==> config.mk <==
export PLATFORM = sky130hd
export DESIGN_NAME = black_white_channel_mix_gray_core
export DESIGN_NICKNAME = d
export VERILOG_FILES = /design/src/sv/bwcmg_pkg.sv /design/src/sv/black_white_channel_mix_gray_core.sv
export SDC_FILE = /design/constraint.sdc
export NUM_CORES = 1
export LEC_CHECK = 0
export ABC_AREA = 1
export BUFFER_PORTS_ARGS = -buffer_cell sky130_fd_sc_hd__buf_2
export CELL_PAD_IN_SITES_DETAIL_PLACEMENT = 0
export CELL_PAD_IN_SITES_GLOBAL_PLACEMENT = 1
export CORE_MARGIN = 2
export CORE_UTILIZATION = 45
export CTS_CLUSTER_DIAMETER = 60
export DETAILED_ROUTE_END_ITERATION = 10
export GPL_TIMING_DRIVEN = 0
export PLACE_DENSITY_LB_ADDON = 0.1
export SLEW_MARGIN = 30
export SYNTH_ARGS = -nofsm -noshare
export SYNTH_HDL_FRONTEND = slang
export SYNTH_SLANG_ARGS = --single-unit
==> constraint.sdc <==
create_clock -name clock -period 6.6 [get_ports clock]
set_clock_uncertainty 0.2 [all_clocks]
set_input_delay 0.66 -clock clock [delete_from_list [all_inputs] [get_ports clock]]
set_output_delay 0.66 -clock clock [all_outputs]
set_load 0.03 [all_outputs]
==> src/sv/bwcmg_pkg.sv <==
// Shared widths, register indexes and reset values for the gray mixing core.
package bwcmg_pkg;

   localparam int PixelWidth = 8;
   localparam int RatioWidth = 11;
   localparam int RatioCount = 6;
   localparam int IndexWidth = $clog2(RatioCount);
   localparam int ProdWidth  = PixelWidth + 1 + RatioWidth;
   localparam int SumWidth   = ProdWidth + 1;

   typedef logic [PixelWidth-1:0]        pixel_type;
   typedef logic signed [RatioWidth-1:0] ratio_type;
   typedef logic signed [ProdWidth-1:0]  prod_type;
   typedef logic signed [SumWidth-1:0]   sum_type;

   typedef enum logic [IndexWidth-1:0] {
      RATIO_ZERO  = 3'd0,
      RATIO_ONE   = 3'd1,
      RATIO_TWO   = 3'd2,
      RATIO_THREE = 3'd3,
      RATIO_FOUR  = 3'd4,
      RATIO_FIVE  = 3'd5
   } ratio_index_type;

   localparam ratio_type RatioReset [RatioCount] = '{
      11'sd102, 11'sd154, 11'sd102, 11'sd154, 11'sd51, 11'sd205
   };

endpackage

==> src/sv/black_white_channel_mix_gray_core.sv <==
// Three-stage pipelined black-and-white gray mixer with programmable channel ratios.
//
// Each input word is one blue, green and red pixel; each output word is one
// 8-bit gray level. The channels are sorted into min, mid and max, the max and
// min channels each pick a signed ratio in 1/256 units, and the result is
// (max-mid)*ratio_a + (mid-min)*ratio_b + min, rounded to nearest and clamped
// to 0..255. The pipeline accepts one word per clock when not stalled; its
// stages are sorting and ratio selection, the two multiplies, then the final
// add and clamp into the output register. Ratios are to be written through the
// csr port only while the pipeline is empty; the block does not enforce this.
module black_white_channel_mix_gray_core (
   input  logic                               clock,
   input  logic                               reset,
   input  logic                               req_valid,
   output logic                               req_stall,
   input  bwcmg_pkg::pixel_type               req_blue,
   input  bwcmg_pkg::pixel_type               req_green,
   input  bwcmg_pkg::pixel_type               req_red,
   output logic                               rsp_valid,
   input  logic                               rsp_stall,
   output bwcmg_pkg::pixel_type               rsp_gray,
   input  logic                               csr_write,
   input  logic [bwcmg_pkg::IndexWidth-1:0]   csr_index,
   input  bwcmg_pkg::ratio_type               csr_data
);
   import bwcmg_pkg::*;

   ratio_type ratio_ff [RatioCount];

   logic      s1_valid_ff;
   pixel_type s1_diff_a_ff, s1_diff_a_in;
   pixel_type s1_diff_b_ff, s1_diff_b_in;
   pixel_type s1_low_ff, s1_low_in;
   ratio_type s1_ratio_a_ff, s1_ratio_a_in;
   ratio_type s1_ratio_b_ff, s1_ratio_b_in;

   logic      s2_valid_ff;
   prod_type  s2_prod_a_ff, s2_prod_a_in;
   prod_type  s2_prod_b_ff, s2_prod_b_in;
   pixel_type s2_low_ff;

   logic      rsp_valid_ff;
   pixel_type rsp_gray_ff, rsp_gray_in;

   logic      out_move;
   logic      s2_move;
   logic      s1_move;
   pixel_type low, high, middle;
   sum_type   sum;

   assign out_move  = !rsp_valid_ff || !rsp_stall;
   assign s2_move   = !s2_valid_ff || out_move;
   assign s1_move   = !s1_valid_ff || s2_move;
   assign req_stall = !s1_move;
   assign rsp_valid = rsp_valid_ff;
   assign rsp_gray  = rsp_gray_ff;

   always_ff @(posedge clock) begin
      if (reset) begin
         for (int i = 0; i < RatioCount; i++) begin
            ratio_ff[i] <= RatioReset[i];
         end
      end else if (csr_write) begin
         case (csr_index)
            RATIO_ZERO, RATIO_ONE, RATIO_TWO, RATIO_THREE, RATIO_FOUR, RATIO_FIVE: begin
               ratio_ff[csr_index] <= csr_data;
            end
            default: begin
            end
         endcase
      end
   end

   // Stage one: sort the channels and pick the two ratios.
   always_comb begin
      pixel_type bg_low, bg_high;
      bg_low  = (req_blue < req_green) ? req_blue : req_green;
      bg_high = (req_blue > req_green) ? req_blue : req_green;
      low     = (bg_low < req_red) ? bg_low : req_red;
      high    = (bg_high > req_red) ? bg_high : req_red;
      middle  = PixelWidth'((PixelWidth+2)'(req_blue) + (PixelWidth+2)'(req_green)
                + (PixelWidth+2)'(req_red) - (PixelWidth+2)'(low)
                - (PixelWidth+2)'(high));
      s1_diff_a_in = high - middle;
      s1_diff_b_in = middle - low;
      s1_low_in    = low;
      if (low == req_red) begin
         s1_ratio_b_in = ratio_ff[RATIO_FOUR];
      end else if (low == req_green) begin
         s1_ratio_b_in = ratio_ff[RATIO_ONE];
      end else begin
         s1_ratio_b_in = ratio_ff[RATIO_TWO];
      end
      if (high == req_red) begin
         s1_ratio_a_in = ratio_ff[RATIO_ONE];
      end else if (high == req_green) begin
         s1_ratio_a_in = ratio_ff[RATIO_THREE];
      end else begin
         s1_ratio_a_in = ratio_ff[RATIO_FIVE];
      end
   end

   // Stage two: the two signed multiplies.
   assign s2_prod_a_in = ProdWidth'($signed({1'b0, s1_diff_a_ff})) * ProdWidth'(s1_ratio_a_ff);
   assign s2_prod_b_in = ProdWidth'($signed({1'b0, s1_diff_b_ff})) * ProdWidth'(s1_ratio_b_ff);

   // Stage three: add, round and clamp.
   always_comb begin
      sum = SumWidth'(s2_prod_a_ff) + SumWidth'(s2_prod_b_ff)
            + $signed({{(SumWidth-2*PixelWidth){1'b0}}, s2_low_ff, 8'h80});
      if (sum[SumWidth-1]) begin
         rsp_gray_in = '0;
      end else if (|sum[SumWidth-2:2*PixelWidth]) begin
         rsp_gray_in = '1;
      end else begin
         rsp_gray_in = sum[2*PixelWidth-1:PixelWidth];
      end
   end

   always_ff @(posedge clock) begin
      if (reset) begin
         s1_valid_ff  <= 1'b0;
         s2_valid_ff  <= 1'b0;
         rsp_valid_ff <= 1'b0;
      end else begin
         if (s1_move) begin
            s1_valid_ff <= req_valid;
         end
         if (s2_move) begin
            s2_valid_ff <= s1_valid_ff;
         end
         if (out_move) begin
            rsp_valid_ff <= s2_valid_ff;
         end
      end
   end

   always_ff @(posedge clock) begin
      if (s1_move) begin
         s1_diff_a_ff  <= s1_diff_a_in;
         s1_diff_b_ff  <= s1_diff_b_in;
         s1_low_ff     <= s1_low_in;
         s1_ratio_a_ff <= s1_ratio_a_in;
         s1_ratio_b_ff <= s1_ratio_b_in;
      end
      if (s2_move) begin
         s2_prod_a_ff <= s2_prod_a_in;
         s2_prod_b_ff <= s2_prod_b_in;
         s2_low_ff    <= s1_low_ff;
      end
      if (out_move) begin
         rsp_gray_ff <= rsp_gray_in;
      end
   end

`ifndef SYNTHESIS
   assert property (@(posedge clock) disable iff (reset)
      req_stall |-> (rsp_valid_ff && rsp_stall && s1_valid_ff && s2_valid_ff))
      else $error("input stalled while the pipeline has room");

   assert property (@(posedge clock) disable iff (reset)
      (s2_valid_ff && !out_move) |=> ($stable(s2_prod_a_ff) && $stable(s2_prod_b_ff)
                                      && s2_valid_ff))
      else $error("held product stage changed");

   assert property (@(posedge clock)
      $past(reset) |-> (ratio_ff[RATIO_ONE] == RatioReset[RATIO_ONE]
                        && ratio_ff[RATIO_FIVE] == RatioReset[RATIO_FIVE]))
      else $error("ratio registers not at reset value after reset");

   assert property (@(posedge clock) disable iff (reset)
      (s1_valid_ff && s2_move) |=> s2_valid_ff)
      else $error("word lost between first and second stage");
`endif

endmodule

==> impl_metrics.json <==
{
  "run_status": "complete, but fails checks",
  "failed_checks": "setup timing",
  "dpl_cell_area_um2": 17710,
  "setup_repair_after_global_routing_missed_its_margin": "yes",
  "place.gp.congestion": 0.8696,
  "cts_tree": "built",
  "routed_wire_length_per_instance_um": 15.28,
  "crit_path_start": "req_green[5]",
  "slew-limit-headroom": 0.5307,
  "detail_route.first_pass.iterations": 4,
  "core_um2": 36520,
  "report.final.hold_viol_count": 0,
  "synth_warnings": 0,
  "final_cell_count_no_fill": 2498,
  "synthesis.nets": 2250,
  "vias": 11890,
  "use_met3": 0.02922,
  "cts-root-to-sink-buffers": 2,
  "r2r.worst_path.cells": 19,
  "stdcell_area_um2": 19420,
  "cp-start-kind": "input port",
  "grt_overflow_total": 0,
  "clock_latency_ps": 450,
  "ctsHoldBuffers": 0,
  "worst-endpoint-arrival_ps": 6770,
  "io_buffer_count": 52,
  "most_used_flip_flop_cell_after_synthesis": "edfxtp_1",
  "reg2reg_from": "s1_diff_a_ff[3]$_DFFE_PN_",
  "critical-path-max-stage-delay_ps": 590,
  "final_cell_mix": "inv_1, nand2_1, fa_1, edfxtp_1, ha_1",
  "numPlacedInstances": 2402,
  "drt_first_iter_violations": 558,
  "route.antenna.remaining_nets": 0,
  "grt_use_met1": 0.2678,
  "mostFrequentLayoutCell": "inv_1",
  "grt_start_max_net_pins": 34,
  "yosysUniqueCellTypes": 45,
  "setup_ws_ps": -177.6,
  "timing.hold.ws_ps": 262.5,
  "grt_use_total": 0.2113,
  "pin_count": 53,
  "path_type_of_the_worst_min_delay_path": "reg2reg",
  "start_util": 0.4556,
  "grt_pass1_wl_um": 63290,
  "synth_async_sr_flop_share": 0,
  "final_nets": 2388,
  "grt_pass1_vias": 12460,
  "synth-edff-count": 157,
  "synth.ff_latch_count": 160,
  "die_outline_area_um2": 38530,
  "syn-cell-area_um2": 16640,
  "max-cap-violations": 0,
  "ctsHtreeMaxLevel": 4,
  "critPathSlowestCell": "fa_2",
  "detail_route.drc_violations": 0,
  "die_h_um": 196.3,
  "drive_above_1_share": 0.1739,
  "clk_pin_slew_worst_paths_ps": 70,
  "synthesis.instances": 1879,
  "cts_num_sinks": 160,
  "synth-seq-area-share": 0.2870,
  "max_slew.worst_pin.slew_ps": 703.9,
  "final_max_slew_viol_count": 0,
  "worstHoldPathCells": 2,
  "clockRootBuffer": "clkbuf_16",
  "critical_path_required_ps": 6590,
  "avgViaCountPerCell": 4.758,
  "critPathKind": "in2reg",
  "crit_end": "s1_diff_a_ff[5]$_DFFE_PN_",
  "syn-mean-instance-area_um2": 8.855,
  "max_freq_mhz": 147.5,
  "area.growth.synth_to_final_pct": 16.71,
  "r2r-end": "s2_prod_a_ff[19]$_DFFE_PP_",
  "gr-usage-met2": 0.3783,
  "grt_busiest_layer": "met2",
  "drt-total-wl_um": 38170,
  "dieWidth_um": 196.3,
  "worstSetupEndpointType": "register",
  "crit_top_cell": "buf_4",
  "placementRows": 70,
  "cts-buffers-inserted": 17,
  "grt_antenna_before_repair": 0,
  "period_share": 1.027,
  "insertedDiodeCount": 0,
  "ff2ff_setup_slack_ps": 600,
  "worstPathMaxFanout": 5,
  "final_period_minus_worst_setup_slack_ps": 6778,
  "place.detailed.hpwl_um": 31420,
  "setup_viol_count_final": 2
}
-- sequential cells by signal, summed over array words and instances, names as in the netlist --
| register | cells |
|---|---|
| ratio_ff | 55 |
| s2_prod_a_ff | 20 |
| s2_prod_b_ff | 20 |
| s1_ratio_a_ff | 11 |
| s1_ratio_b_ff | 11 |
| rsp_gray | 8 |
| s1_diff_a_ff | 8 |
| s1_diff_b_ff | 8 |
| s1_low_ff | 8 |
| s2_low_ff | 8 |
| rsp_valid | 1 |
| s1_valid_ff | 1 |
| s2_valid_ff | 1 |
-- timing repair --
action / 4_1_cts / 5_1_grt
cloned: 2 / 0
hold endpoints to repair: 0 / 0
resized for setup: 103 / 51
endpoints found under the setup margin: 9 / 7
pin swaps: 50 / 51
buffers inserted: 42 / 20
-- cell families (layout without fill, tap and decap cells) --
logic type	after synthesis	count (layout)	synth area share
flops	160	160	0.2870
compound gates	189	190	0.07084
fa+ha+maj	328	328	0.3256
xor+xnor	82	82	0.04362
simple gates	565	565	0.1425
buf+inv	555	705	0.1305
-- routing by layer --
| layer | vias up | share of wire |
|---|---|---|
| met5 | - | 0 |
| met4 | 0 | 0.021 |
| met3 | 46 | 0.026 |
| met2 | 164 | 0.50 |
| met1 | 5656 | 0.45 |
| li1 | 6020 | - |
-- worst min path at each step --
stage / startpoint / to / slack (ps)
floorplan: s1_low_ff[0]$_DFFE_PN_ / s2_low_ff[0]$_DFFE_PP_ / 200
finish: s2_valid_ff$_SDFFE_PP0P_ / rsp_valid$_SDFFE_PP0P_ / 260
global placement: s2_valid_ff$_SDFFE_PP0P_ / rsp_valid$_SDFFE_PP0P_ / 250
global route: req_valid / s1_valid_ff$_SDFFE_PP0N_ / 270
CTS: s2_valid_ff$_SDFFE_PP0P_ / rsp_valid$_SDFFE_PP0P_ / 260
detailed placement: s2_valid_ff$_SDFFE_PP0P_ / rsp_valid$_SDFFE_PP0P_ / 250
-- synth_stat cells, types with 5 or more instances --
library cell	n	area (µm²)
nand2_1	371	1393
o21bai_1	6	45.04
nand2_2	22	137.6
nand2b_1	11	68.82
nor2_1	78	292.8
nand3_1	63	315.3
fa_1	175	3503
buf_6	6	67.56
nor3_1	5	25.02
o21ai_1	13	65.06
ha_1	153	1914
o21ai_2	31	271.5
edfxtp_1	157	4715
inv_1	497	1866
clkbuf_2	18	90.09
xnor2_1	29	254.0
o21ai_0	26	130.1
clkbuf_1	22	82.58
a21oi_1	82	410.4
xor2_1	52	455.4
-- through the flow --
step	utilization	worst slack [ps]	TNS, ps
finish	0.5317	-177.6	-350.0
global route	0.5317	-402.1	-1097
CTS	0.5211	-110.4	-112.5
detailed placement	0.4849	-1564	-8931
global placement	0.4835	-1479	-8256
floorplan	-	-204.6	-225.0
-- critical path: cells and delay by family --
kind	cells	cell delay, ps
buffers and inverters	13	1250
XOR/XNOR	1	160
adder cells (fa/ha/maj)	7	2920
AO/OA/AOI/OAI	9	1000
AND/OR/NAND/NOR	8	740
-- final cells by class --
cell class,instances,area (µm²)
buffer,54,306.5
inverter,501,1911
clock buffer,17,425.4
multi-input combinational,1165,10300
clock inverter,15,162.7
sequential,160,4775
tap,468,585.6
timing repair buffer,118,957.2
fill,3389,17100
Power is left out: the tool's default activity adds up to more than one toggle a clock period on the data nets, which glitch-free logic cannot reach.
